<file path="src/rtl/assert_macros.svh">
// Assertion macros used by the allocator top level.
`ifndef ASSERT_MACROS_SVH
`define ASSERT_MACROS_SVH

// Same-cycle implication, checked outside reset.
`define AVL_ASSERT_NOW(label, clk, rst, ante, cons, msg) \
  label: assert property (@(posedge clk) disable iff (rst) (ante) |-> (cons)) \
    else $error(msg);

// Next-cycle implication, checked outside reset.
`define AVL_ASSERT_NEXT(label, clk, rst, ante, cons, msg) \
  label: assert property (@(posedge clk) disable iff (rst) (ante) |=> (cons)) \
    else $error(msg);

`endif

</file>
<file path="src/rtl/avl_pkg.sv">
// Package for the voice channel allocator: sizes, types and sequencer states.
`default_nettype none

package avl_pkg;

  localparam int NUM_VOICES = 4;
  localparam int BUSY_BITS  = 4;
  localparam int VIDX_W     = (NUM_VOICES > 1) ? $clog2(NUM_VOICES) : 1;
  localparam int BUSY_IDX_W = (BUSY_BITS > 1) ? $clog2(BUSY_BITS) : 1;
  localparam int ID_W       = 16;
  localparam int PRIO_W     = 8;
  localparam int CH_W       = 3;

  typedef logic [VIDX_W-1:0] vidx_t;
  typedef logic [ID_W-1:0]   sound_t;

  typedef enum logic [2:0] {
    ST_IDLE,
    ST_MATCH,
    ST_FREE,
    ST_LRU,
    ST_DONE
  } st_t;

  // Control of the LRU list: shift one entry down or place the chosen channel at the tail.
  typedef struct packed {
    logic  shift_en;
    logic  put_en;
    vidx_t pos;
    vidx_t pick;
  } lru_ctrl_t;

  // Write port of the voice store.
  typedef struct packed {
    logic   en;
    vidx_t  idx;
    sound_t data;
  } voice_wr_t;

endpackage

`default_nettype wire

</file>
<file path="src/rtl/avl_voice_store.sv">
// Per-channel sound id store with one write port and one indexed read.
`default_nettype none

module avl_voice_store
  import avl_pkg::*;
(
  input  wire logic      clk,
  input  wire logic      rst,
  input  wire voice_wr_t wr,
  input  wire vidx_t     rd_idx,
  output sound_t         rd_data
);

  sound_t voice [NUM_VOICES];

  always_ff @(posedge clk) begin
    if (rst) begin
      for (int i = 0; i < NUM_VOICES; i++) voice[i] <= '0;
    end else if (wr.en) begin
      for (int i = 0; i < NUM_VOICES; i++) begin
        if (wr.idx == VIDX_W'(i)) voice[i] <= wr.data;
      end
    end
  end

  assign rd_data = voice[rd_idx];

endmodule

`default_nettype wire

</file>
<file path="src/rtl/avl_lru_list.sv">
// LRU order list, least recent first, updated one position per cycle.
`default_nettype none

module avl_lru_list
  import avl_pkg::*;
(
  input  wire logic      clk,
  input  wire logic      rst,
  input  wire lru_ctrl_t ctrl,
  output vidx_t          rd_data,
  output vidx_t          head
);

  vidx_t order [NUM_VOICES];

  always_ff @(posedge clk) begin
    if (rst) begin
      for (int i = 0; i < NUM_VOICES; i++) order[i] <= VIDX_W'(i);
    end else begin
      // pull the next entry down over the position being closed up
      for (int i = 0; i < NUM_VOICES - 1; i++) begin
        if (ctrl.shift_en && ctrl.pos == VIDX_W'(i)) order[i] <= order[i + 1];
      end
      if (ctrl.put_en) order[NUM_VOICES - 1] <= ctrl.pick;
    end
  end

  assign rd_data = order[ctrl.pos];
  assign head    = order[0];

endmodule

`default_nettype wire

</file>
<file path="src/rtl/lru_voice_channel_allocator.sv">
// Top level of the LRU voice channel allocator: sequencer, shared comparator, result register.
//
// Input channel (in_valid/in_ready): sound_id, channel_busy, priority_req. A transaction
// with sound_id zero is absorbed while idle and gives no result.
// Output channel (out_valid/out_ready): channel (index plus one), sound_out, priority_out.
// One shared 16-bit equality comparator is stepped by a sequencer, one channel per cycle:
//   match scan  - compare each stored id with the request, stop at the first hit;
//   free scan   - only if nothing matched, walk the busy bits for the first idle channel,
//                 falling back to the head of the LRU list;
//   LRU update  - compare each LRU position with the chosen channel and close it up,
//                 then write the chosen channel at the tail;
//   done        - store the id and load the result register.
// in_ready is low while a request moves through the scans and the done step.
// The result register holds a finished result while the receiver stalls and the block
// takes the next request meanwhile; the done step waits only if the register is still full.
// Reset (rst, synchronous) clears all stored ids, restores the LRU order 0,1,2,3 and
// drops any pending result.
`default_nettype none

module lru_voice_channel_allocator
  import avl_pkg::*;
(
  input  wire logic              clk,
  input  wire logic              rst,
  input  wire logic              in_valid,
  output logic                   in_ready,
  input  wire logic [ID_W-1:0]   sound_id,
  input  wire logic [3:0]        channel_busy,
  input  wire logic [PRIO_W-1:0] priority_req,
  output logic                   out_valid,
  input  wire logic              out_ready,
  output logic [CH_W-1:0]        channel,
  output logic [ID_W-1:0]        sound_out,
  output logic [PRIO_W-1:0]      priority_out
);

  `include "assert_macros.svh"

  localparam vidx_t LAST_IDX = VIDX_W'(NUM_VOICES - 1);

  st_t                   state, state_next;
  vidx_t                 idx, idx_next;
  vidx_t                 pick, pick_next;
  logic                  found, found_next;
  sound_t                id_q;
  logic [BUSY_BITS-1:0]  busy_q;
  logic [PRIO_W-1:0]     prio_q;
  logic                  out_valid_next;
  logic                  load_out;

  lru_ctrl_t             lru_ctrl;
  voice_wr_t             voice_wr;
  vidx_t                 lru_rd, lru_head;
  sound_t                voice_rd;

  sound_t                cmp_a, cmp_b;
  logic                  cmp_eq;
  logic [VIDX_W+BUSY_IDX_W-1:0] idx_ext;
  logic                  idx_busy;
  logic                  accept;

  avl_voice_store u_store (
    .clk     (clk),
    .rst     (rst),
    .wr      (voice_wr),
    .rd_idx  (idx),
    .rd_data (voice_rd)
  );

  avl_lru_list u_lru (
    .clk     (clk),
    .rst     (rst),
    .ctrl    (lru_ctrl),
    .rd_data (lru_rd),
    .head    (lru_head)
  );

  // shared comparator: stored id against request, or LRU entry against chosen channel
  always_comb begin
    if (state == ST_LRU) begin
      cmp_a = ID_W'(lru_rd);
      cmp_b = ID_W'(pick);
    end else begin
      cmp_a = voice_rd;
      cmp_b = id_q;
    end
    cmp_eq = (cmp_a == cmp_b);
  end

  // channels beyond the busy bits count as idle
  always_comb begin
    idx_ext  = (VIDX_W + BUSY_IDX_W)'(idx);
    idx_busy = (idx_ext < (VIDX_W + BUSY_IDX_W)'(BUSY_BITS)) ?
               busy_q[idx_ext[BUSY_IDX_W-1:0]] : 1'b0;
  end

  assign in_ready = (state == ST_IDLE);
  assign accept   = in_valid && in_ready;

  always_comb begin
    state_next       = state;
    idx_next         = idx;
    pick_next        = pick;
    found_next       = found;
    load_out         = 1'b0;
    out_valid_next   = out_valid && !out_ready;
    lru_ctrl.shift_en = 1'b0;
    lru_ctrl.put_en   = 1'b0;
    lru_ctrl.pos      = idx;
    lru_ctrl.pick     = pick;
    voice_wr.en       = 1'b0;
    voice_wr.idx      = pick;
    voice_wr.data     = id_q;

    unique case (state)
      ST_IDLE: begin
        if (accept && sound_id != '0) begin
          state_next = ST_MATCH;
          idx_next   = '0;
        end
      end
      ST_MATCH: begin
        if (cmp_eq) begin
          pick_next  = idx;
          idx_next   = '0;
          found_next = 1'b0;
          state_next = ST_LRU;
        end else if (idx == LAST_IDX) begin
          idx_next   = '0;
          state_next = ST_FREE;
        end else begin
          idx_next = idx + VIDX_W'(1);
        end
      end
      ST_FREE: begin
        if (!idx_busy) begin
          pick_next  = idx;
          idx_next   = '0;
          found_next = 1'b0;
          state_next = ST_LRU;
        end else if (idx == LAST_IDX) begin
          pick_next  = lru_head;
          idx_next   = '0;
          found_next = 1'b0;
          state_next = ST_LRU;
        end else begin
          idx_next = idx + VIDX_W'(1);
        end
      end
      ST_LRU: begin
        if (idx == LAST_IDX) begin
          lru_ctrl.put_en = 1'b1;
          state_next      = ST_DONE;
        end else begin
          // close up from the chosen channel's position onwards
          lru_ctrl.shift_en = found || cmp_eq;
          found_next        = found || cmp_eq;
          idx_next          = idx + VIDX_W'(1);
        end
      end
      ST_DONE: begin
        if (!out_valid || out_ready) begin
          voice_wr.en    = 1'b1;
          load_out       = 1'b1;
          out_valid_next = 1'b1;
          state_next     = ST_IDLE;
        end
      end
      default: state_next = ST_IDLE;
    endcase
  end

  always_ff @(posedge clk) begin
    if (rst) begin
      state     <= ST_IDLE;
      out_valid <= 1'b0;
      idx       <= '0;
      found     <= 1'b0;
    end else begin
      state     <= state_next;
      out_valid <= out_valid_next;
      idx       <= idx_next;
      found     <= found_next;
    end
  end

  always_ff @(posedge clk) begin
    pick <= pick_next;
    if (accept) begin
      id_q   <= sound_id;
      busy_q <= channel_busy[BUSY_BITS-1:0];
      prio_q <= priority_req;
    end
    if (load_out) begin
      channel      <= CH_W'(pick) + CH_W'(1);
      sound_out    <= id_q;
      priority_out <= prio_q;
    end
  end

  `AVL_ASSERT_NOW(a_busy_not_ready, clk, rst, state != ST_IDLE, !in_ready, "ready while working")
  `AVL_ASSERT_NEXT(a_zero_id_dropped, clk, rst, accept && sound_id == '0,
                   state == ST_IDLE, "zero id started work")
  `AVL_ASSERT_NOW(a_result_nonzero, clk, rst, out_valid, sound_out != '0, "result with zero id")
  `AVL_ASSERT_NEXT(a_done_loads, clk, rst, state == ST_DONE && (!out_valid || out_ready),
                   out_valid && state == ST_IDLE, "finished item not delivered")

endmodule

`default_nettype wire
</file>
<file path="config.mk">
export PLATFORM = sky130hd
export DESIGN_NAME = lru_voice_channel_allocator
export DESIGN_NICKNAME = d
export VERILOG_FILES = /design/src/rtl/avl_pkg.sv /design/src/rtl/avl_voice_store.sv /design/src/rtl/avl_lru_list.sv /design/src/rtl/lru_voice_channel_allocator.sv
export VERILOG_INCLUDE_DIRS = /design/src /design/src/rtl
export SDC_FILE = /design/constraint.sdc
export NUM_CORES = 1
export LEC_CHECK = 0
export ABC_AREA = 1
export ABC_CLOCK_PERIOD_IN_PS = 2600
export BUFFER_PORTS_ARGS = -buffer_cell sky130_fd_sc_hd__buf_2
export CAP_MARGIN = 20
export CORE_MARGIN = 2
export CORE_UTILIZATION = 40
export CTS_CLUSTER_DIAMETER = 80
export DETAILED_ROUTE_END_ITERATION = 6
export PLACE_DENSITY = 0.71
export SETUP_SLACK_MARGIN = 0.5
export SLEW_MARGIN = 20
export SYNTH_ARGS = -nofsm -noshare
export SYNTH_HDL_FRONTEND = slang
export SYNTH_SLANG_ARGS = --single-unit
</file>
<file path="constraint.sdc">
create_clock -name clk -period 2.6 [get_ports clk]
set_input_delay 0.52 -clock clk [delete_from_list [all_inputs] [get_ports clk]]
set_output_delay 0.52 -clock clk [all_outputs]
set_load 0.03 [all_outputs]
</file>
## Word level (Yosys, flattened, before mapping)

Memories as Yosys holds them, arrays and structs flattened. A register that Yosys moved wholly into a read port is not among the register bits.
Index checks and enable logic that the tools add are counted.

| storage, ports and cells | value |
|---|---|
| output and inout port bits | 29 |
| bits in writable memories | 72 |
| register bits after elaboration | 64 |
| memories | 2 |
| input bits | 32 |

Memories:

| memory | depth | bits a word | rd ports | clocked after memory_dff | write ports | line | text |
|---|---|---|---|---|---|---|---|
| u_store.voice | 4 | 16 | 1 | 1 | 4 | avl_voice_store.sv:14 | `sound_t voice [NUM_VOICES];` |
| u_lru.order | 4 | 2 | 5 | 1 | 4 | avl_lru_list.sv:14 | `vidx_t order [NUM_VOICES];` |

| operators by class | value |
|---|---|
| order comparisons | 1 |
| muxes and demuxes | 76 |
| equality and inequality tests | 18 |
| add/sub/neg operators | 2 |
| reductions and logical operators | 21 |
| bitwise operators | 8 |

Operators with widths:

| cell | number |
|---|---|
| 16-bit two-way mux | 6 |
| 1-bit two-way mux | 41 |
| 2-bit two-way mux | 17 |
| 3-bit two-way mux | 7 |
| 16-bit equality test | 1 |
| 16-bit nonzero test | 1 |
| 3-bit one-hot mux with 5 select lines | 1 |
| 2-bit equality test, second input constant | 4 |
| 1-bit OR | 8 |
| 2-bit one-hot mux with 4 select lines | 1 |
| 3-bit by 2-bit equality test with 1-bit output, second input constant | 2 |
| 1-bit logical AND | 6 |
| 2-bit inequality test, second input constant | 3 |
| 3-bit inequality test, second input constant | 2 |
| 3-bit AND reduction | 2 |
| 5-bit AND reduction | 1 |
| 2-bit by 1-bit equality test with 1-bit output, second input constant | 2 |
| 2-bit logical NOT | 2 |
| 2-bit by 1-bit inequality test with 1-bit output, second input constant | 2 |
| 2-bit one-hot mux with 2 select lines | 1 |
| 4-bit AND reduction | 1 |
| 4-bit nonzero test | 1 |
| 2-bit by 1-bit adder with 3-bit output, second input constant | 1 |
| 3-bit by 1-bit equality test with 1-bit output, second input constant | 1 |
| 10 further kinds | 12 |

## Longest topological paths before layout

Gate-level depths: netlist (run 1).

| logic depth | value |
|---|---|
| depth after elaboration | 11 |
| gate-level depth with buffers | 17 |

## Modules after synthesis

Synthesis (run 1) repeated with hierarchy kept, for this count alone.

| second synthesis, totals | value |
|---|---|
| cells, all modules | 652 |
| area, all modules | 6162.2 um^2 |

Modules (own cells, without submodules):

| module | sequential area each (um^2) | instances | area an instance (um^2) | cells each |
|---|---|---|---|---|
| avl_voice_store | 1921.8 | 1 | 3067.9 | 352 |
| lru_voice_channel_allocator | 1851.8 | 1 | 2640.0 | 242 |
| avl_lru_list | 240.2 | 1 | 454.2 | 58 |

## Worst setup path after synthesis (run 1)

Ideal clock, no wire load.

| timing | value |
|---|---|
| path type | reg-to-reg |
| from | register state[1] |
| to | memory u_store.voice[0][0] in the netlist's numbering (enable) |
| cell stages (with the launch flop) | 6 |
| slack | 0.122 ns |
| buffers on the path | 0 |
| data arrival time | 2.107 ns |
| library setup time | 0.372 ns |
| path through | dfxtp_1 > nor2_1 > nand2_1 > a21oi_2 > nand2_1 > nand2_1 |

RTL lines:

| element | line | text |
|---|---|---|
| start: declaration | lru_voice_channel_allocator.sv:41 | `st_t state, state_next;` |
| start signal: assignment | lru_voice_channel_allocator.sv:180 | `state <= state_next;` |
| end: declaration | avl_voice_store.sv:14 |  |

==> results.cfg, run 1 <==
[worst_setup_path]
cp-end-kind = flip-flop
reg2reg_to = u_lru.order[2][1]
worstPathArrival_ns = 2.26
slowest_stage = dfxtp_4
cp.required_ns = 2.77
crit_fanout = 7
cp-start-kind = flip-flop
cp_common_cell = nand3_2
r2r_cells = 12
cpPeakStageDelay_ns = 0.43
critical_path_class = reg -> reg
rrSetupSlack_ns = 0.51
crit_chain = buf_12 -> clkinv_16 -> nand2_1 -> nand3_1 -> nand3_2 -> nand3_1 -> nand2_1 -> a21o_1 -> nand3_2 -> inv_2 -> nand3_2 -> or2_1

[synthesis]
synthCells = 564
synth_cell_type_count = 30
ys_seq_elements = 138
yosys_warnings = 0
syn_avg_cell_area_um2 = 10.7
syn-cell-area_mm2 = 0.00603
synth_fp_nets = 604
ys_seq_area_share_pct = 67.2

[floorplanning]
die_h_um = 127
die_area_mm2 = 0.0161
ioPinCount = 61
die_w_um = 127
num_rows = 44
initial_core_util_pct = 41.2
coreArea_mm2 = 0.0146

[pwr]
fin_total_pwr_w = 0.00680
powerDensity_mw_per_mm2 = 893
p_leak_nw = 3.11
vdd_drop_max_mv = 0.783

[finish]
final_core_util_pct = 52.0
final_area_mm2 = 0.00761
drive_gt1_share_pct = 30.1
fin_cells = 846
final_common_cell = edfxtp_1
final_nets = 689
n_antenna_cell = 0
n_fill_cell = 1239
area.growth.synth_to_final_pct = 26.2
final_cell_mix = edfxtp_1 (129), nand2_1 (127), nor2_1 (79), buf_2 (60), inv_1 (42)

[clock_tree]
cts_tree = done
clock-root-buffer = clkbuf_16
cts_buffer_depth = 2
cts_max_level = 4
path_clk_slew_ns = 0.06
cts_sinks = 138
clk_latency_ns = 0.42
holdBufCountCts = 0
numCtsBuffers = 17

[run]
drv_cap = 0

[sta]
min_period_ns = 2.09
slew_headroom_pct = 62.0
clock.fmax_mhz = 477
drv_slew = 0
hold_viol = 0
worst_slew_pin_slew_ns = 0.570
fin_crit_sh_pct = 80.6
tns_ns = 0
setup_viol = 0
worst_clock_skew_ns = 0.00694
rsz0062_at_grt = yes

[place]
place_congestion = 0.865
port_buffers = 60
placed_area_mm2 = 0.00652
dpl.hpwl_mm = 8.66
dp.cells = 800

[min_path]
hold_start = priority_req[3]
hold_path_class = in -> reg
hold_end = prio_q[3]
holdPathStages = 1

[drt]
routed_wl_mm = 15.2
ant_nets = 0
detailedRoute.firstPassIterationCount = 5
wl_per_cell_um = 18.0
routed_via_density = 5.38
drc = 0
first_iter_violations = 448
vias = 4549

[grt]
grt_pass1_wl_mm = 22.4
grt_util_all_layers_pct = 18.0
grt_pass1_vias = 4506
overflow = 0
grt_antenna_before_repair = 0
grt_start_max_net_pins = 37

[outcome]
status = finished clean
==> cell type report <==
| cell class | instances | area, um^2 | share of cell area, % |
|---|---|---|---|
| inverter | 47 | 210 | 2.76 |
| clock buffer | 18 | 429 | 5.64 |
| timing repair inverter | 3 | 38.8 | 0.509 |
| timing repair buffer | 81 | 536 | 7.03 |
| tap | 184 | 230 | 3.02 |
| clock inverter | 14 | 173 | 2.27 |
| multi-input combinational | 361 | 1930 | 25.3 |
| sequential | 138 | 4070 | 53.5 |
==> sequential cells by signal, indices dropped and copies added, names as in the netlist, named ones only <==
signal / flops
id_q: 16
state: 3
u_lru.order: 8
sound_out: 16
u_store.voice: 64
idx: 2
found: 1
busy_q: 4
priority_out: 8
channel: 3
pick: 2
prio_q: 8
out_valid: 1
==> through the flow <==
stage	setup slack (ns)	hold WS, ns
global route	0.413	0.268
floorplan	0.441	0.400
finish	0.506	0.276
CTS	0.359	0.267
global placement	0.471	0.407
detailed placement	0.323	0.406
==> cell families after synthesis <==
| group | Yosys count | synth area share, % |
|---|---|---|
| AOI/OAI and AO/OA | 20 | 1.85 |
| buffers and inverters | 66 | 5.54 |
| DFF | 138 | 67.2 |
| adders and majority gates | 8 | 1.66 |
| and+or+nand+nor | 332 | 23.8 |
==> worst max-delay path by stage <==
stage | endpoint | slack [ns] | depth (start not counted)
global route | pick[0] | 0.41 | 12
finish | u_lru.order[2][1] | 0.51 | 12
floorplan | u_store.voice[0][0] | 0.44 | 5
CTS | u_store.voice[0][11] | 0.36 | 5
global placement | u_store.voice[1][6] | 0.47 | 4
detailed placement | u_lru.order[2][1] | 0.32 | 12
==> where the power goes <==
group	internal [W]	total (W)	leakage, nW	switching (W)
Combinational	0.000496	0.00150	1.48	0.00100
Clock	0.00151	0.00246	0.291	0.000942
Sequential	0.00267	0.00284	1.33	0.000170
Total	0.00468	0.00680	3.11	0.00212
==> per-layer routing <==
| metal | part of all wire, % | vias to the layer above | routed length (um) | GRT usage [%] |
|---|---|---|---|---|
| met5 | 0 | - | 0 | 0 |
| met2 | 52 | 217 | 7880 | 30.6 |
| met1 | 39 | 2199 | 5950 | 21.9 |
| met3 | 6.7 | 36 | 1020 | 3.46 |
| met4 | 2.5 | 0 | 386 | 9.11 |
| li1 | - | 2097 | - | - |
==> cells in the mapped netlist (all sizes together) <==
library cell	count	area share [%]
a21o	1	0.12
a21oi	10	0.95
buf	17	2.3
clkbuf	2	0.12
dfxtp	9	3.0
edfxtp	129	64
ha	8	1.7
inv	47	3.1
nand2	149	9.4
nand3	71	6.3
nand3b	1	0.12
nand4	16	1.7
nor2	87	5.5
nor3	2	0.17
nor4	4	0.41
nor4b	1	0.15
o21ai	8	0.66
o22ai	1	0.10
or2	1	0.10
==> critical path, delay by kind of cell, from the launching register on <==
| kind | cells | cell delay (ns) |
|---|---|---|
| AO/OA/AOI/OAI | 1 | 0.14 |
| AND/OR/NAND/NOR | 8 | 0.88 |
| buffers and inverters | 3 | 0.38 |
| flip-flops | 1 | 0.43 |
==> what timing repair did <==
item | in CTS | in global routing
gates cloned | 2 | 4
pin swaps | 1 | 26
resized for setup | 5 | 82
buffers inserted | 4 | 4
setup endpoints to repair | 51 | 59
Power figures use the tool's default switching activity.
==> run 2, diff against run 1 <==
Settings changed: ABC_CLOCK_PERIOD_IN_PS 2600 to 1800.
Clock period 2.6 ns to 1.8 ns, I/O delays scaled along.
==> run 2 against run 1 <==
The run now ends with negative setup slack left. Utilization increased by 9.6 points. Highest routed layer unchanged. Critical path depth decreased by 1. Register-to-register slack worse by 0.95 ns. Count of clock-buffer cells in the layout down 1. Fmax is 6.6% lower. Clock power is 36% higher. Flip-flop and latch count unchanged. Combinational power up 130%. Setup slack worse by 0.95 ns. Sequential share of layout area is 8.3 points lower. Largest power group unchanged. Die area stayed put.
==> results.cfg, run 2 (same netlist as run 1, synthesis figures left out) <==
[outcome]
status = finished, violations left
violations = negative setup slack

[grt]
grt_util_all_layers_pct = 25.6
grt_pass1_wl_mm = 30.6
overflow = 0
grt_start_max_net_pins = 29
grt_antenna_before_repair = 0
grt_pass1_vias = 5492

[drt]
highest_layer = met4
drc = 0
routed_via_density = 6.28
ant_nets = 0
met1_length_mm = 7.73
routed_wl_mm = 24.2
wl_per_cell_um = 26.8
wl_met2_mm = 11.5
vias = 5679
detailedRoute.firstPassIterationCount = 6
wl_met3_mm = 3.08
first_iter_violations = 966

[finish]
multiInputGateArea_mm2 = 0.00247
n_fill_cell = 912
regArea_mm2 = 0.00407
final_nets = 747
n_antenna_cell = 0
final_cell_mix = edfxtp_1 (129), nand2_1 (121), buf_6 (49), nor2_2 (47), inv_1 (38)
final_core_util_pct = 61.6
drive_gt1_share_pct = 45.1
final_common_cell = edfxtp_1
top_regs = u_store.voice: 64 flops, id_q: 16 flops, sound_out: 16 flops
top_register = u_store.voice
largest_reg_flops = 64
area.growth.synth_to_final_pct = 49.4

[pwr]
fin_total_pwr_w = 0.0110
p_leak_nw = 3.55
powerDensity_mw_per_mm2 = 1220
vdd_drop_max_mv = 1.04

[worst_setup_path]
crit_chain = nand3_4 -> inv_2 -> nand3_1 -> nand2_1 -> nand2_1 -> nand2_2 -> a21o_1 -> nand3_2 -> inv_2 -> nand3_2 -> or2_1
cpPeakStageDelay_ns = 0.41
crit_fanout = 8
path_delay_family = simple AND/OR/NAND/NOR gates
worstPathArrival_ns = 2.42
critical_path_class = reg -> reg
slowest_stage = dfxtp_2
cp.required_ns = 1.98
cp-end-kind = flip-flop
crit_buf_inv = 2
cp-start-kind = flip-flop

[sta]
worst_slew_pin_slew_ns = 0.621
slew_headroom_pct = 58.6
worst_clock_skew_ns = 0.0153
worst_slack_ns = -0.443
setup_viol = 192
rsz0062_at_grt = yes
hold_viol = 0
fin_crit_sh_pct = 125
drv_slew = 0
clock.fmax_mhz = 446
min_period_ns = 2.24

[clock_tree]
clk_latency_ns = 0.44
clock-root-buffer = clkbuf_16
cts_buffer_depth = 2
cts_sinks = 138
cts_tree = done
cts_max_level = 4
path_clk_slew_ns = 0.07
holdBufCountCts = 0
numCtsBuffers = 17

[place]
port_buffers = 60
place_congestion = 0.875
dpl.hpwl_mm = 9.00

[floorplanning]
die_w_um = 127
num_rows = 44
initial_core_util_pct = 41.2
coreArea_mm2 = 0.0146
ioPinCount = 61
die_h_um = 127
die_area_mm2 = 0.0161

[run]
drv_cap = 0

[min_path]
hold_path_class = in -> reg
-- run 2: cell types whose count changed in the layout (fill, tap and decap cells not counted), sizes merged --
cell      before  now
nand3         72   76
clkbuf        19   20
inv           50   55
bufinv         3    0
clkinvlp       2    0
buf           80  129
nand2        149  153
-- run 2: report_power, final --
part | leakage [nW] | total, W | internal [W] | switching (W)
sequential | 1.34 | 0.00411 | 0.00386 | 0.000254
clock | 0.271 | 0.00334 | 0.00178 | 0.00156
combinational | 1.95 | 0.00351 | 0.00134 | 0.00218
-- run 2: stage by stage --
stage                     hold WS (ns)  cell area (um^2)  setup TNS [ns]  setup WS [ns]  instances
after floorplan                  0.400              6190          -13.65         -0.160        564
after global placement           0.400              6840           -2.67         -0.195        819
after detailed placement         0.407              6840           -4.40         -0.219        819
after CTS                        0.103              8610           -1.09         -0.114        891
after global routing            0.0884              9010          -21.46         -0.458        904
final                           0.0992              9010          -20.83         -0.443        904
-- run 2: path summary, 6_finish.rpt --
check                  start  depth (start not counted)           endpoint  slack [ns]
max                 state[0]                         11  u_lru.order[2][1]       -0.44
max reg2reg         state[0]                         11  u_lru.order[2][1]       -0.44
min reg2reg        prio_q[4]                          0    priority_out[4]        0.43
min          priority_req[6]                          1          prio_q[6]         0.1
-- run 2: cell type report --
| type | instances | area share [%] |
|---|---|---|
| Inverter | 47 | 2.22 |
| Tap cell | 184 | 2.55 |
| Clock inverter | 15 | 1.28 |
| Sequential cell | 138 | 45.1 |
| Timing Repair Buffer | 132 | 16.4 |
| Timing Repair inverter | 2 | 0.278 |
| Multi-Input combinational cell | 369 | 27.4 |
| Clock buffer | 17 | 4.72 |
-- run 2: metal layers --
| metal | vias up | global-route usage, % |
|---|---|---|
| met5 | - | 0 |
| met4 | 0 | 16.3 |
| met3 | 195 | 7.47 |
| met2 | 599 | 44.1 |
| met1 | 2643 | 27.5 |
| li1 | 2242 | - |
-- run 2: repair_timing --
item / CTS / global route
pin swaps: 48 / 24
cloned: 19 / 4
buffers inserted: 21 / 9
gates resized for setup: 188 / 74
endpoints found under the setup margin: 239 / 240
==> run 3, diff against run 2 <==
Settings changed: ABC_CLOCK_PERIOD_IN_PS 1800 to 2100, PLACE_DENSITY 0.71 to 0.69.
Clock period 1.8 ns to 2.1 ns, I/O delays scaled along.
==> run 3 against run 2 <==
The flow now finishes without violations. Setup slack improved by 0.50 ns. Non-clock buffer count decreased by 44. Global-route usage shrank 7.5 points. Critical path type unchanged. Largest power group unchanged.
==> results.cfg, run 3 (same netlist as run 1, synthesis figures left out) <==
[floorplanning]
die_w_um = 127
initial_core_util_pct = 41.2
ioPinCount = 61
coreArea_mm2 = 0.0146
num_rows = 44
die_h_um = 127
die_area_mm2 = 0.0161

[drt]
ant_nets = 0
wl_per_cell_um = 17.2
drc = 0
detailedRoute.firstPassIterationCount = 5
vias = 4508
first_iter_violations = 477
routed_via_density = 5.30
routed_wl_mm = 14.6

[worst_setup_path]
crit_fanout = 8
crit_chain = buf_12 -> buf_12 -> clkbuf_16 -> nand2_4 -> nand3_2 -> nand3_2 -> nand2_1 -> nand2_1 -> nand2_1 -> a21o_1 -> nand3_2 -> buf_4 -> buf_4 -> nor4b_4
cp.required_ns = 2.34
cpPeakStageDelay_ns = 0.34
path_delay_family = buffers and inverters
critical_path_class = reg -> reg
crit_buf_inv = 5
cp-end-kind = flip-flop
worstPathArrival_ns = 2.29
cp-start-kind = flip-flop
slowest_stage = dfxtp_2

[sta]
slew_headroom_pct = 71.4
worst_slew_pin_slew_ns = 0.425
min_period_ns = 2.05
drv_slew = 0
setup_viol = 0
fin_crit_sh_pct = 97.4
rsz0062_at_grt = yes
hold_viol = 0
worst_clock_skew_ns = 0.0116
clock.fmax_mhz = 489
worst_slack_ns = 0.0546

[finish]
n_fill_cell = 1224
final_cell_mix = edfxtp_1 (129), nand2_1 (127), nor2_1 (71), buf_2 (59), nand3_1 (52)
final_core_util_pct = 52.5
top_register = u_store.voice
drive_gt1_share_pct = 29.1
top_regs = u_store.voice: 64 flops, id_q: 16 flops, sound_out: 16 flops
n_antenna_cell = 0
regArea_mm2 = 0.00406
largest_reg_flops = 64
area.growth.synth_to_final_pct = 27.5
final_common_cell = edfxtp_1
multiInputGateArea_mm2 = 0.00197
final_nets = 693

[min_path]
hold_path_class = in -> reg

[pwr]
p_leak_nw = 3.13
powerDensity_mw_per_mm2 = 1070
vdd_drop_max_mv = 0.982

[grt]
grt_use_met1_pct = 23.5
overflow = 0
grt_util_all_layers_pct = 18.1
grt_busiest_layer = met2
grt_antenna_before_repair = 0
grt_pass1_wl_mm = 22.5
grt_pass1_vias = 4374
grt_start_max_net_pins = 37
use_met3_pct = 4.77
use_met2_pct = 29.5

[outcome]
status = finished clean

[clock_tree]
clock-root-buffer = clkbuf_16
cts_buffer_depth = 2
cts_tree = done
cts_max_level = 4
clk_latency_ns = 0.42
path_clk_slew_ns = 0.07
cts_sinks = 138
numCtsBuffers = 17

[run]
drv_cap = 0

[place]
port_buffers = 60
place_congestion = 0.839
dpl_worst_slack_ns = 0.0400
dpl.hpwl_mm = 9.05
-- run 3: area by class of cell --
| cell class | instances | share of cell area (%) |
|---|---|---|
| Inverter | 47 | 2.60 |
| Timing Repair Buffer | 88 | 8.31 |
| Clock inverter | 15 | 2.16 |
| Sequential cell | 138 | 52.8 |
| Clock buffer | 17 | 5.53 |
| Multi-Input combinational cell | 361 | 25.6 |
| Tap cell | 184 | 2.99 |
-- run 3: path summary, 6_finish.rpt --
path                                     endpoint  cells past startpoint  slack [ns]            start
worst min-delay path                    prio_q[5]                      1        0.17  priority_req[5]
worst max-delay path            u_lru.order[1][1]                     14        0.05        flip-flop
worst max register to register  u_lru.order[1][1]                     14        0.05        flip-flop
worst min register to register    priority_out[0]                      0        0.42        prio_q[0]
-- run 3: worst reg2reg max path, cell delays in order (launching register included) --
cell	delay, ns
dfxtp_2	0.34
buf_12	0.15
buf_12	0.13
clkbuf_16	0.14
nand2_4	0.05
nand3_2	0.06
nand3_2	0.07
nand2_1	0.07
nand2_1	0.04
nand2_1	0.08
a21o_1	0.14
nand3_2	0.12
buf_4	0.16
buf_4	0.13
nor4b_4	0.20
-- run 3: per-layer routing --
layer / share of wire [%] / routed length [um] / up-vias
met1: 41 / 5990 / 2109
met4: 1.9 / 278 / 0
met5: 0 / 0 / -
met3: 8.9 / 1300 / 31
met2: 48 / 7020 / 256
li1: - / - / 2112
-- run 3: repair_timing --
action | 4_1_cts | 5_1_grt
hold buffers | 0 | 0
cloned | 2 | 1
buffers inserted | 11 | 2
endpoints found under the setup margin | 175 | 124
resized for setup | 19 | 46
pin swaps | 5 | 18
-- run 3: metrics by stage --
step	hold WS [ns]	area (um^2)	cells	TNS, ns	total power [W]
after floorplan	0.400	6180	564	0	0.00459
after global placement	0.402	6670	802	0	0.00492
after detailed placement	0.405	6670	802	0	0.00498
after CTS	0.160	7470	847	0	0.00808
after global routing	0.159	7690	850	-0.639	0.00858
final	0.168	7690	850	0	0.00824
-- run 3: where the power goes --
| part | internal [W] | switching [W] |
|---|---|---|
| combinational | 0.000661 | 0.00116 |
| clock | 0.00160 | 0.00134 |
| sequential | 0.00330 | 0.000170 |
| total | 0.00557 | 0.00267 |
